`src/sv/btlv_pkg.sv`:
```
// Shared types, constants and the control program of the BER TLV header encoder.
package btlv_pkg;

    localparam int LENGTH_BYTES = 4;
    localparam logic [31:0] LEN_LIMIT = (LENGTH_BYTES >= 4) ? 32'hFFFF_FFFF :
        32'((64'd1 << (8 * LENGTH_BYTES)) - 64'd1);

    localparam logic [7:0] TAG_ESC   = 8'h1F;
    localparam logic [7:0] LONG_FORM = 8'h80;
    localparam logic [31:0] SHORT_MAX = 32'd127;

    localparam int PC_W = 4;
    typedef logic [PC_W-1:0] t_pc;

    localparam t_pc PC_IDLE  = 4'd0;
    localparam t_pc PC_CHK   = 4'd1;
    localparam t_pc PC_ID    = 4'd2;
    localparam t_pc PC_T2    = 4'd3;
    localparam t_pc PC_TAG1  = 4'd4;
    localparam t_pc PC_TAG0  = 4'd5;
    localparam t_pc PC_LSEL  = 4'd6;
    localparam t_pc PC_LHDR  = 4'd7;
    localparam t_pc PC_LBYTE = 4'd8;
    localparam t_pc PC_SHORT = 4'd9;
    localparam t_pc PC_ERR   = 4'd10;

    typedef enum logic [2:0] {
        SRC_NONE,
        SRC_ID,
        SRC_TAG1,
        SRC_TAG0,
        SRC_LHDR,
        SRC_LBYTE,
        SRC_SHORT,
        SRC_ERR
    } t_src;

    typedef enum logic [2:0] {
        C_NEVER,
        C_BAD,
        C_TLEN1,
        C_TLEN2,
        C_SHORT,
        C_LMORE
    } t_cond;

    typedef enum logic [1:0] {
        L_NONE,
        L_ZERO,
        L_ONE
    } t_lastm;

    typedef struct packed {
        t_src   src;
        t_cond  cond;
        t_pc    target;
        t_lastm lastm;
        logic   fin;
    } t_uword;

    typedef struct packed {
        logic bad;
        logic tlen1;
        logic tlen2;
        logic short_len;
        logic lmore;
    } t_flags;

    function automatic t_uword ucode(input t_pc pc);
        t_uword uw;
        uw = '{src: SRC_NONE, cond: C_NEVER, target: PC_IDLE, lastm: L_NONE, fin: 1'b0};
        case (pc)
            PC_CHK: begin
                uw.cond = C_BAD;
                uw.target = PC_ERR;
            end
            PC_ID: begin
                uw.src = SRC_ID;
                uw.cond = C_TLEN1;
                uw.target = PC_LSEL;
            end
            PC_T2: begin
                uw.cond = C_TLEN2;
                uw.target = PC_TAG0;
            end
            PC_TAG1: uw.src = SRC_TAG1;
            PC_TAG0: uw.src = SRC_TAG0;
            PC_LSEL: begin
                uw.cond = C_SHORT;
                uw.target = PC_SHORT;
            end
            PC_LHDR: uw.src = SRC_LHDR;
            PC_LBYTE: begin
                uw.src = SRC_LBYTE;
                uw.cond = C_LMORE;
                uw.target = PC_LBYTE;
                uw.fin = 1'b1;
            end
            PC_SHORT: begin
                uw.src = SRC_SHORT;
                uw.lastm = L_ZERO;
                uw.fin = 1'b1;
            end
            PC_ERR: begin
                uw.src = SRC_ERR;
                uw.lastm = L_ONE;
                uw.fin = 1'b1;
            end
            default: uw.fin = 1'b0;
        endcase
        return uw;
    endfunction

endpackage

```
`src/sv/btlv_useq.sv`:
```
// Step counter and control store that sequence the header octets.
module btlv_useq
    import btlv_pkg::*;
(
    input  logic   i_clk,
    input  logic   i_rst_n,
    input  logic   i_start,
    input  logic   i_out_free,
    input  t_flags i_flags,
    output t_uword o_uword,
    output logic   o_idle,
    output logic   o_load
);

    t_pc    r_pc;
    t_pc    n_pc;
    t_uword uw;
    logic   emit;
    logic   step_ok;
    logic   taken;

    assign uw      = ucode(r_pc);
    assign emit    = (uw.src != SRC_NONE);
    assign step_ok = !emit || i_out_free;

    always_comb begin
        case (uw.cond)
            C_BAD:   taken = i_flags.bad;
            C_TLEN1: taken = i_flags.tlen1;
            C_TLEN2: taken = i_flags.tlen2;
            C_SHORT: taken = i_flags.short_len;
            C_LMORE: taken = i_flags.lmore;
            default: taken = 1'b0;
        endcase
    end

    always_comb begin
        n_pc = r_pc;
        if (r_pc == PC_IDLE) begin
            if (i_start) begin
                n_pc = PC_CHK;
            end
        end else if (step_ok) begin
            if (taken) begin
                n_pc = uw.target;
            end else if (uw.fin) begin
                n_pc = PC_IDLE;
            end else begin
                n_pc = r_pc + t_pc'(1);
            end
        end
    end

    always_ff @(posedge i_clk) begin
        if (!i_rst_n) begin
            r_pc <= PC_IDLE;
        end else begin
            r_pc <= n_pc;
        end
    end

    assign o_uword = uw;
    assign o_idle  = (r_pc == PC_IDLE);
    assign o_load  = (r_pc != PC_IDLE) && emit && i_out_free;

endmodule

```
`src/sv/ber_tlv_header_encoder.sv`:
```
// Top level of the BER TLV header encoder: header registers, content pass-through, output stage.
//
//   channel  direction  handshake           payload
//   input    in         i_valid / o_stall   kind, tag, class, constructed, length, data byte
//   output   out        o_valid / i_stall   out_byte, last, error
//
// A content byte is registered in the output stage and passes at one byte per cycle while the output does not stall.
// A header passes through its accepting cycle, a check step, the skip steps PC_T2 and PC_LSEL
// where the program visits them, and one step per emitted octet, set by the microcode step
// counter that emits one octet a step and holds a step while the output stalls.
// Reset clears the step counter, the output valid and the pending content count.
// A stalled output holds its octet, and the input stalls until the header program finishes.
module ber_tlv_header_encoder
    import btlv_pkg::*;
(
    input  logic        i_clk,
    input  logic        i_rst_n,
    input  logic        i_valid,
    output logic        o_stall,
    input  logic        i_kind,
    input  logic [23:0] i_tag_bytes,
    input  logic [1:0]  i_tag_class,
    input  logic        i_constructed,
    input  logic [31:0] i_content_length,
    input  logic [7:0]  i_data_byte,
    output logic        o_valid,
    input  logic        i_stall,
    output logic [7:0]  o_out_byte,
    output logic        o_last,
    output logic        o_error
);

    logic        seq_idle;
    logic        seq_load;
    t_uword      uw;
    t_flags      flags;
    logic        out_free;
    logic        acc;
    logic        hdr_acc;
    logic        dat_load;

    logic [7:0]  oct0;
    logic [7:0]  oct1;
    logic [7:0]  oct2;
    logic        tl3;
    logic        tl2;
    logic [7:0]  top_oct;
    logic        hdr_bad;
    logic [31:0] len_sat;
    logic [2:0]  len_cnt;
    logic [31:0] len_al;

    logic [31:0] r_rem;
    logic        r_bad;
    logic        r_tl1;
    logic        r_tl2;
    logic [7:0]  r_id;
    logic [7:0]  r_oct1;
    logic [7:0]  r_oct0;
    logic [31:0] r_len;
    logic        r_short;
    logic [2:0]  r_lcnt;
    logic [31:0] r_lsh;

    logic        r_ovalid;
    logic [7:0]  r_obyte;
    logic        r_olast;
    logic        r_oerr;
    logic [7:0]  n_obyte;
    logic        n_olast;

    assign out_free = !r_ovalid || !i_stall;
    assign o_stall  = !(seq_idle && out_free);
    assign acc      = i_valid && !o_stall;
    assign hdr_acc  = acc && !i_kind;
    assign dat_load = acc && i_kind && (r_rem != 32'd0);

    assign oct0    = i_tag_bytes[7:0];
    assign oct1    = i_tag_bytes[15:8];
    assign oct2    = i_tag_bytes[23:16];
    assign tl3     = (oct2 != 8'd0);
    assign tl2     = !tl3 && (oct1 != 8'd0);
    assign top_oct = tl3 ? oct2 : (tl2 ? oct1 : oct0);
    assign hdr_bad = (tl3 || tl2) &&
        (((top_oct & TAG_ESC) != TAG_ESC) || (tl3 && !oct1[7]) || oct0[7]);
    assign len_sat = (i_content_length > LEN_LIMIT) ? LEN_LIMIT : i_content_length;

    always_comb begin
        if (len_sat[31:24] != 8'd0) begin
            len_cnt = 3'd4;
            len_al  = len_sat;
        end else if (len_sat[23:16] != 8'd0) begin
            len_cnt = 3'd3;
            len_al  = {len_sat[23:0], 8'd0};
        end else if (len_sat[15:8] != 8'd0) begin
            len_cnt = 3'd2;
            len_al  = {len_sat[15:0], 16'd0};
        end else begin
            len_cnt = 3'd1;
            len_al  = {len_sat[7:0], 24'd0};
        end
    end

    assign flags.bad       = r_bad;
    assign flags.tlen1     = r_tl1;
    assign flags.tlen2     = r_tl2;
    assign flags.short_len = r_short;
    assign flags.lmore     = (r_lcnt != 3'd1);

    btlv_useq u_useq (
        .i_clk      (i_clk),
        .i_rst_n    (i_rst_n),
        .i_start    (hdr_acc),
        .i_out_free (out_free),
        .i_flags    (flags),
        .o_uword    (uw),
        .o_idle     (seq_idle),
        .o_load     (seq_load)
    );

    always_comb begin
        case (uw.src)
            SRC_ID:    n_obyte = r_id;
            SRC_TAG1:  n_obyte = r_oct1;
            SRC_TAG0:  n_obyte = r_oct0;
            SRC_LHDR:  n_obyte = LONG_FORM | {5'd0, r_lcnt};
            SRC_LBYTE: n_obyte = r_lsh[31:24];
            SRC_SHORT: n_obyte = r_len[7:0];
            default:   n_obyte = 8'd0;
        endcase
        case (uw.lastm)
            L_ZERO:  n_olast = (r_len == 32'd0);
            L_ONE:   n_olast = 1'b1;
            default: n_olast = 1'b0;
        endcase
    end

    always_ff @(posedge i_clk) begin
        if (hdr_acc) begin
            r_bad   <= hdr_bad;
            r_tl1   <= !tl3 && !tl2;
            r_tl2   <= tl2;
            r_id    <= {i_tag_class, i_constructed, top_oct[4:0]};
            r_oct1  <= oct1;
            r_oct0  <= oct0;
            r_len   <= len_sat;
            r_short <= (len_sat <= SHORT_MAX);
            r_lcnt  <= len_cnt;
            r_lsh   <= len_al;
        end else if (seq_load && (uw.src == SRC_LBYTE)) begin
            r_lcnt <= r_lcnt - 3'd1;
            r_lsh  <= {r_lsh[23:0], 8'd0};
        end
    end

    always_ff @(posedge i_clk) begin
        if (!i_rst_n) begin
            r_rem <= 32'd0;
        end else if (hdr_acc) begin
            r_rem <= hdr_bad ? 32'd0 : len_sat;
        end else if (dat_load) begin
            r_rem <= r_rem - 32'd1;
        end
    end

    always_ff @(posedge i_clk) begin
        if (!i_rst_n) begin
            r_ovalid <= 1'b0;
        end else if (seq_load || dat_load) begin
            r_ovalid <= 1'b1;
        end else if (!i_stall) begin
            r_ovalid <= 1'b0;
        end
    end

    always_ff @(posedge i_clk) begin
        if (dat_load) begin
            r_obyte <= i_data_byte;
            r_olast <= (r_rem == 32'd1);
            r_oerr  <= 1'b0;
        end else if (seq_load) begin
            r_obyte <= n_obyte;
            r_olast <= n_olast;
            r_oerr  <= (uw.src == SRC_ERR);
        end
    end

    assign o_valid    = r_ovalid;
    assign o_out_byte = r_obyte;
    assign o_last     = r_olast;
    assign o_error    = r_oerr;

    a_err_last: assert property (@(posedge i_clk) disable iff (!i_rst_n)
        (o_valid && o_error) |-> (o_last && (o_out_byte == 8'd0)))
        else $error("An error request must be a zero final octet.");

    a_busy_stall: assert property (@(posedge i_clk) disable iff (!i_rst_n)
        !seq_idle |-> o_stall)
        else $error("Input accepted while the header program runs.");

    a_hdr_start: assert property (@(posedge i_clk) disable iff (!i_rst_n)
        hdr_acc |=> !seq_idle)
        else $error("Header request did not start the program.");

    a_rem_dec: assert property (@(posedge i_clk) disable iff (!i_rst_n)
        dat_load |=> (r_rem == $past(r_rem) - 32'd1))
        else $error("Pending content count did not step down.");

    a_no_double: assert property (@(posedge i_clk) disable iff (!i_rst_n)
        !(seq_load && dat_load))
        else $error("Two sources loaded the output register at once.");

endmodule

```
`config.mk`:
```
export PLATFORM = sky130hd
export DESIGN_NAME = ber_tlv_header_encoder
export DESIGN_NICKNAME = d
export VERILOG_FILES = /design/src/sv/btlv_pkg.sv /design/src/sv/btlv_useq.sv /design/src/sv/ber_tlv_header_encoder.sv
export SDC_FILE = /design/constraint.sdc
export NUM_CORES = 1
export LEC_CHECK = 0
export BUFFER_PORTS_ARGS = -buffer_cell sky130_fd_sc_hd__buf_2
export CORE_MARGIN = 2
export CORE_UTILIZATION = 35
export DETAILED_ROUTE_END_ITERATION = 6
export SYNTH_ARGS = -nofsm -noshare
export SYNTH_HDL_FRONTEND = slang
export SYNTH_SLANG_ARGS = --single-unit
```
`constraint.sdc`:
```
create_clock -name i_clk -period 17.15 [get_ports i_clk]
set_clock_uncertainty 0.05 [all_clocks]
set_input_delay 0.8575 -clock i_clk [delete_from_list [all_inputs] [get_ports i_clk]]
set_output_delay 0.8575 -clock i_clk [all_outputs]
set_load 0.02 [all_outputs]
```
# After elaboration in Yosys (flattened, before gate mapping)
# Index checks and enable logic that the tools add are counted.
dict set report op_classes {
  add_sub_neg 3
  mul 0
  div_mod_pow 0
  n_lt_le_gt_ge 2
  eq_ne 29
  shifts 0
  n_mux 34
  bitwise_logic 0
  reduce_logical 42
}
# op count
set ops {}
lappend ops {{2-to-1 mux 32 bit} 9}
lappend ops {{case mux 8 bit (6 select lines)} 1}
lappend ops {{nonzero test 8 bit} 5}
lappend ops {{case mux 7 bit (5 select lines)} 1}
lappend ops {{== test 32 x 1 -> 1 bit, second input constant} 1}
lappend ops {{greater-than comparator 32 bit, second input constant} 1}
lappend ops {{<= comparator 32 x 7 -> 1 bit, second input constant} 1}
lappend ops {{logical NOT 32 bit} 1}
lappend ops {{nonzero test 32 bit} 1}
lappend ops {{subtractor 32 x 1 -> 32 bit, second input constant} 1}
lappend ops {{case mux 3 bit (7 select lines)} 1}
lappend ops {{2-to-1 mux 4 bit} 5}
lappend ops {{== test 3 bit, second input constant} 6}
lappend ops {{== test 4 x 3 -> 1 bit, second input constant} 4}
lappend ops {{2-to-1 mux 8 bit} 2}
lappend ops {{== test 3 x 2 -> 1 bit, second input constant} 4}
lappend ops {{== test 4 bit, second input constant} 3}
lappend ops {{logical AND 1 bit} 12}
lappend ops {{2-to-1 mux 5 bit} 2}
lappend ops {{2-to-1 mux 3 bit} 3}
lappend ops {{== test 4 x 2 -> 1 bit, second input constant} 2}
lappend ops {{logical NOT 1 bit} 8}
lappend ops {{nonzero test 2 bit} 4}
lappend ops {{== test 3 x 1 -> 1 bit, second input constant} 2}
lappend ops {{19 further kinds} 30}
dict set report totals {
  ff_bits 142
  latch_bits 0
  ram_bits 0
  rom_bits 0
  out_inout_bits 12
  word_cells 126
  n_memories 0
}

# Longest topological paths before layout
# Gate-level depths: netlist of run 1.
dict set report logic_depth {
  depth_word 11
  depth_mapped 12
  depth_no_buf 12
}

# Hierarchy
# Synthesis of run 1 repeated with hierarchy kept, for this count alone.
dict set report unflattened {
  hier_cells 748
  area_unflattened_um2 7448.4
}
# module n_inst cells_each area_each_um2 seq_area_each_um2
set modules_own_cells {}
lappend modules_own_cells {ber_tlv_header_encoder 1 652 6764.0 3803.6}
lappend modules_own_cells {btlv_useq 1 96 684.4 80.1}

# Worst setup path after synthesis of run 1
# OpenSTA, ideal clock, no wires.
dict set report synth_path {
  kind {reg-to-reg}
  startpoint {register u_useq.r_pc[3]}
  endpoint {register r_lcnt[0], enable pin}
  setup_ns 0.525
  arrival_time_ns 5.570
  required_ns 16.575
  path_slack_ns 11.005
  stages_incl_launch_ff 9
  path_buffers 2
  synth_period_minus_slack_ns 6.145
  cell_sequence {dfxtp_1 -> clkbuf_1 -> nor2b_1 -> nand2_1 -> ha_1 -> and3_1 -> clkbuf_1 -> a221o_1 -> o41ai_1}
}
dict set report synth_via {
  elab_chain_len 7
  word_cells_on_any_way 19
}
# element line_no
set synth_rtl {}
lappend synth_rtl {{from (decl)} btlv_useq.sv:15} ;# t_pc r_pc;
lappend synth_rtl {{from (signal assigned)} btlv_useq.sv:58} ;# r_pc <= n_pc;
lappend synth_rtl {{== test 4 bit (tied with other cells)} btlv_pkg.sv:72} ;# case (pc)
lappend synth_rtl {{case mux 3 bit (7 select lines)} btlv_pkg.sv:72}
lappend synth_rtl {{nonzero test 3 bit} btlv_useq.sv:23} ;# assign emit = (uw.src != SRC_NONE);
lappend synth_rtl {{logical AND 1 bit (2 in a row)} btlv_useq.sv:64} ;# assign o_load = (r_pc != PC_IDLE) && emit && i_out_free;
lappend synth_rtl {{logical AND 1 bit} ber_tlv_header_encoder.sv:150} ;# end else if (seq_load && (uw.src == SRC_LBYTE)) begin
lappend synth_rtl {{nonzero test 2 bit (no line) *} n/a}
lappend synth_rtl {{to (signal assigned)} ber_tlv_header_encoder.sv:148} ;# r_lcnt <= len_cnt;
lappend synth_rtl {{to (signal assigned)} ber_tlv_header_encoder.sv:151} ;# r_lcnt <= r_lcnt - 3'd1;
lappend synth_rtl {{to (decl)} ber_tlv_header_encoder.sv:62} ;# logic [2:0] r_lcnt;
# Every way passes the cells marked *; elsewhere a longest branch is shown, timed or not.
# A chain may end at the register's enable or synchronous reset.

# Worst setup path in the final report of run 1
dict set report layout_path {
  startpoint {register u_useq.r_pc[0]}
  endpoint {register r_rem[26]}
}
dict set report layout_via {
  elab_chain_len 6
  word_cells_on_any_way 8
}
# element line_no
set layout_rtl {}
lappend layout_rtl {{logical NOT 4 bit *} btlv_useq.sv:63} ;# assign o_idle = (r_pc == PC_IDLE);
lappend layout_rtl {{logical AND 1 bit *} ber_tlv_header_encoder.sv:73} ;# assign o_stall = !(seq_idle && out_free);
lappend layout_rtl {{logical AND 1 bit *} ber_tlv_header_encoder.sv:74} ;# assign acc = i_valid && !o_stall;
lappend layout_rtl {{logical AND 1 bit (2 in a row)} ber_tlv_header_encoder.sv:76} ;# assign dat_load = acc && i_kind && (r_rem != 32'd0);
lappend layout_rtl {{nonzero test 2 bit (no line)} n/a}
lappend layout_rtl {{to (signal assigned)} ber_tlv_header_encoder.sv:160} ;# r_rem <= hdr_bad ? 32'd0 : len_sat;
lappend layout_rtl {{to (signal assigned)} ber_tlv_header_encoder.sv:162} ;# r_rem <= r_rem - 32'd1;
lappend layout_rtl {{to (decl)} ber_tlv_header_encoder.sv:53} ;# logic [31:0] r_rem;
# Marked as above.

==> results of run 1 <==
==> power by group through the flow <==
stage	clock network [µW]	registers [µW]	logic, µW
global route	352	525	567
detailed placement	0	524	506
finish	334	517	513
global placement	0	522	504
CTS	337	517	509
floorplan	0	529	357
==> cell type report <==
cell class	count	area, µm²
clock buffer	17	425.4
tap	270	337.8
fill	1919	11760
timing repair buffer	91	475.5
multi-input combinational	476	3070
inverter	14	52.55
clock inverter	15	97.59
sequential	142	3884
==> critical path: cells and delay by family, from the launching register on <==
kind                       cells  cell delay [ps]
and+or+nand+nor                4             1800
buffers and inverters          3             1120
DFF                            1              350
adders and majority gates      1              240
AOI/OAI and AO/OA              1              240
==> stage by stage <==
step                      utilization [%]  area, µm²
after detailed placement            38.90       7820
final                               41.50       8343
after CTS                           41.50       8343
after floorplan                         -       7113
after global placement              38.90       7820
after global routing                41.50       8343
==> layout by cell type, fill, tap and decap left out, types with 19 or more instances in the layout <==
cell      count
edfxtp_1    104
buf_2        83
nor2_1       56
nand2_1      54
a21oi_1      40
dfxtp_1      38
o21ai_0      27
a22o_1       27
nor4_1       25
a221oi_1     21
xor2_1       19
==> routing by layer <==
layer,up-vias,track usage [%],wire (µm)
met1,2869,27.21,9200
li1,2755,-,-
met3,24,4.750,1495
met4,2,5.049,283
met5,-,0,16
met2,246,29.69,9467
==> registers in the layout, indices dropped and copies added (netlist names) <==
signal / cells
o_error: 1
o_last: 1
o_out_byte: 8
o_valid: 1
r_bad: 1
r_id: 8
r_lcnt: 3
r_len: 32
r_lsh: 32
r_oct0: 8
r_oct1: 8
r_rem: 32
r_short: 1
r_tl1: 1
r_tl2: 1
u_useq.r_pc: 4
==> kinds of logic (layout without fill, tap and decap cells) <==
kind of cell,count (synthesis),after routing,synth area share (%)
simple gates,236,236,17.20
compound gates,197,197,19.70
flops,142,142,54.60
fa+ha+maj,12,12,2.111
mux,8,8,1.179
buf+inv,44,137,2.375
xor+xnor,23,23,2.832
==> how the worst max path moves through the flow <==
stage / end / slack [ps] / cells after the start
CTS: r_lcnt[1] / 13250 / 9
global placement: r_rem[26] / 13380 / 8
finish: r_rem[26] / 13220 / 9
global route: r_rem[30] / 12790 / 9
floorplan: r_lcnt[0] / 11010 / 8
detailed placement: r_rem[26] / 13280 / 8
==> impl_metrics.tcl, run 1 <==
set metrics [dict create \
    netlist_instances 662 \
    clockBufferDepth 2 \
    cpPeakStageDelay_ps 820 \
    synth_cell_types 61 \
    startpoint_type "register" \
    async_reset_ff_share_pct 0 \
    cts.sinks 142 \
    synth_common_cells "edfxtp_1, nor2_1, nand2_1, a21oi_1, dfxtp_1" \
    drt_iter0_drc 499 \
    ys.flop_type "edfxtp_1" \
    grt_overflow 0 \
    synth_top_area_share_pct 43.91 \
    cts_setup_buffers 0 \
    internal-power_uw 829.3 \
    ys_warn_count 0 \
    cts_root_buffer "clkbuf_16" \
    reg2reg_depth 9 \
    placedCellCount 993 \
    setup_viol 0 \
    portBuffers 83 \
    run_status "complete, no violations" \
    p_switching_uw 535.6 \
    cp.arrival_ps 4220 \
    area_delta_synth_final_pct 17.29 \
    cp_data_required_time_ps 17450 \
    critPathCaptureType "register" \
    clk_latency_ps 430 \
    gp_congestion 0.8466 \
    avgSynthCellArea_um2 10.74 \
    hold_start "o_error" \
    seq_power_share_pct 37.9 \
    crit_slowest_cell "buf_4" \
    worstHoldPathCells 2 \
    rsz0062_at_grt "no" \
    critPathLaunch "u_useq.r_pc[0]" \
    route.detailed.wl_per_inst_um 19.96 \
    critPathKind "reg -> reg" \
    final_nets 826 \
    hold-path-endpoint "o_error" \
    drt_pass1_iterations 6 \
    rrSetupSlack_ps 13220 \
    report.final.slew_viol_count 0 \
    hp-class "reg -> reg" \
    swShare_pct 39.24 \
    ys_ff_latch 142 \
    vdd_drop_max_mv 0.1249 \
    drc_errors 0 \
    dp_hpwl_um 14280 \
    hold_buffers 0 \
    synth_edf_count 104 \
    pre_cts_slack_ps 13280 \
    cts_tree "yes" \
    r2r-start "u_useq.r_pc[0]" \
    core-area_mm2 0.02010 \
    antennaDiodeCount 0 \
    clockPowerShare_pct 24.5 \
    reg2reg_to "r_rem[26]" \
    grt_max_degree 89 \
    period_minus_slack_ps 3925 \
    synth_top_area_cell "edfxtp_1" \
    worst_pin_slew_ps 1060 \
    tns_ps 0 \
    totalPowerFinal_uw 1365 \
    cp_cell_sequence "inv_1 -> ha_1 -> nor3b_1 -> and2_1 -> nand2b_2 -> inv_2 -> buf_4 -> nand2_1 -> o21ai_0" \
    cts_resized 0 \
    synth.cell_area_mm2 0.007113 \
    timing.hold.ws_ps 449.5 \
    ys_seq_area_share_pct 54.60 \
    numCtsBuffers 17 \
    slew_headroom_pct 28.76 \
    std_cell_rows 52 \
    vias_per_cell 5.752 \
    die_x_um 146.6 \
    die_area_mm2 0.02148 \
    initial_core_util_pct 35.38 \
    die_h_um 146.6 \
    synth_area_leaders "edfxtp_1, dfxtp_1, a22o_1" \
    path_clk_slew_ps 60 \
    grt_pass1_wl_um 31730 \
    ios 84 \
    wirelength_um 20460 \
    maxCapViolations 0 \
    path_max_fanout 88 \
    fin_cells 1025 \
    grt_pass1_vias 5575 \
    grtUsageTotal_pct 19.26 \
    htreeDepth 4 \
    fmax_mhz 254.7 \
    ant_nets 0 \
    p_per_area_mw_per_mm2 163.6 \
    leakage_uw 0.003185 \
    combPwrFrac_pct 37.6 \
    fin_crit_sh_pct 22.89 \
    grt_antenna_before_repair 1 \
    num_vias 5896 \
    synth_nets 746 \
    setup_slack_ps 13220 \
    yosysMostFrequentCell "edfxtp_1" \
    drive_gt1_share_pct 18.28 \
    hold_viol 0 \
]
Power figures use the tool's default switching activity.
==> run 2: changes to the inputs <==
==> constraint.sdc (replaced) <==
create_clock -name i_clk -period 3.3 [get_ports i_clk]
set_clock_uncertainty 0.05 [all_clocks]
set_input_delay 0.165 -clock i_clk [delete_from_list [all_inputs] [get_ports i_clk]]
set_output_delay 0.165 -clock i_clk [all_outputs]
set_load 0.02 [all_outputs]
==> impl_metrics.tcl, run 2 (same netlist as run 1, synthesis figures left out) <==
set metrics [dict create \
    hold_viol 0 \
    final_nets 889 \
    grt_antenna_before_repair 0 \
    fillCellCount 1844 \
    combPwrFrac_pct 37.9 \
    cp.arrival_ps 3520 \
    ff_latch_area_mm2 0.003886 \
    p_per_area_mw_per_mm2 823.5 \
    leakage_uw 0.003542 \
    die_h_um 146.6 \
    htreeDepth 4 \
    slew_headroom_pct 34.78 \
    vias_per_cell 5.647 \
    route.detailed.wl_per_inst_um 19.37 \
    numCtsBuffers 17 \
    clockBufferDepth 2 \
    cp_top_family "compound AO/OA/AOI/OAI gates" \
    seq_power_share_pct 35.6 \
    critPathCaptureType "register" \
    initial_core_util_pct 35.38 \
    cp_data_required_time_ps 3620 \
    final_common_cell "edfxtp_1" \
    swShare_pct 37.05 \
    grt_overflow 0 \
    ant_nets 0 \
    final_util_pct 45.39 \
    multi_input_area_mm2 0.003129 \
    antennaDiodeCount 0 \
    grt_pass1_vias 5585 \
    path_max_fanout 6 \
    maxCapViolations 0 \
    path_clk_slew_ps 60 \
    largest_registers "r_len x32, r_lsh x32, r_rem x32" \
    grt_pass1_wl_um 31550 \
    drt_pass1_iterations 5 \
    grt_max_degree 89 \
    cts_tree "yes" \
    fmax_mhz 313.1 \
    core-area_mm2 0.02010 \
    vdd_drop_max_mv 0.5543 \
    setup_viol 0 \
    gp_congestion 0.8903 \
    grtUsageTotal_pct 19.26 \
    dp_hpwl_um 14310 \
    placedCellCount 1007 \
    die_x_um 146.6 \
    std_cell_rows 52 \
    hp-class "in -> reg" \
    internal-power_uw 4731 \
    clk_latency_ps 430 \
    startpoint_type "register" \
    path_buf_inv 1 \
    portBuffers 83 \
    report.final.slew_viol_count 0 \
    drc_errors 0 \
    die_area_mm2 0.02148 \
    period_minus_slack_ps 3194 \
    drive_gt1_share_pct 20.17 \
    worst_pin_slew_ps 970.8 \
    fin_crit_sh_pct 96.79 \
    run_status "complete, no violations" \
    cts.sinks 142 \
    most-common-layout-cells "edfxtp_1, buf_2, nor2_1, nand2_1, dlygate4sd3_1" \
    cts_root_buffer "clkbuf_16" \
    wirelength_um 21070 \
    cts_setup_buffers 0 \
    ios 84 \
    critPathKind "reg -> reg" \
    fin_cells 1088 \
    num_vias 6144 \
    clockPowerShare_pct 26.5 \
    cp_cell_sequence "inv_1 -> ha_2 -> nand3b_1 -> a21boi_0 -> ha_1 -> nand2b_1 -> a22o_1 -> o32a_1 -> a211oi_2 -> o2bb2ai_2 -> nor4b_1 -> a211o_1" \
    area_delta_synth_final_pct 28.30 \
    crit_slowest_cell "o32a_1" \
    cpPeakStageDelay_ps 380 \
    drt_iter0_drc 576 \
    p_switching_uw 2785 \
]
-- run 2: cell count changes in the layout (fill, tap and decap cells not counted), sizes merged --
cell | before | now
bufinv | 0 | 3
buf | 91 | 105
dlygate4sd3 | 0 | 49
inv | 16 | 19
clkinv | 9 | 5
clkinvlp | 4 | 2
-- run 2: repair_timing --
action                                 CTS  global route
gates resized for setup                  0             5
setup endpoints to repair                0             4
hold buffers                            49             0
endpoints found under the hold margin   55             0
-- run 2: layer usage --
metal  vias to the layer above  global-route usage, %  wire length, µm
li1                       2877                      -                -
met1                      2947                  27.06             9550
met2                       280                  29.95             9629
met3                        40                  4.375             1445
met4                         0                  5.437              448
met5                         -                      0                0
-- run 2: final cells by class --
| class | count | area share (%) |
|---|---|---|
| tap | 270 | 3.702 |
| timing repair buffer | 154 | 12.15 |
| clock buffer | 17 | 4.661 |
| sequential | 142 | 42.58 |
| inverter | 14 | 0.5758 |
| multi-input combinational | 476 | 34.29 |
| clock inverter | 15 | 2.043 |
-- run 2: final timing paths --
| path | startpoint | endpoint | slack [ps] | cells past startpoint |
|---|---|---|---|---|
| setup reg to reg | u_useq.r_pc[0] | u_useq.r_pc[2] | 110 | 12 |
| hold / removal | i_content_length[6] | r_len[6] | 20 | 1 |
| setup / recovery | u_useq.r_pc[0] | u_useq.r_pc[2] | 110 | 12 |
| hold reg to reg | r_lsh[12] | r_lsh[20] | 470 | 2 |
-- run 2: power groups by stage --
stage	clock network, µW	logic [µW]	registers (µW)
floorplan	0	1880	2730
global placement	0	2710	2700
detailed placement	0	2710	2710
CTS	2020	2790	2670
global route	2090	3120	2720
finish	1990	2850	2670
-- run 2: per-stage QoR --
stage	power (µW)	TNS (ps)	setup WS (ps)	hold WS [ps]	instance area [µm²]
final	7515	0	106.1	20.58	9126
after global routing	7932	-41.49	-29.08	3.151	9126
after CTS	7479	0	57.74	8.906	9106
after detailed placement	5419	0	84.46	296.0	8004
after global placement	5409	0	147.2	294.8	8004
after floorplan	4616	-170.2	-4.862	213.9	7199
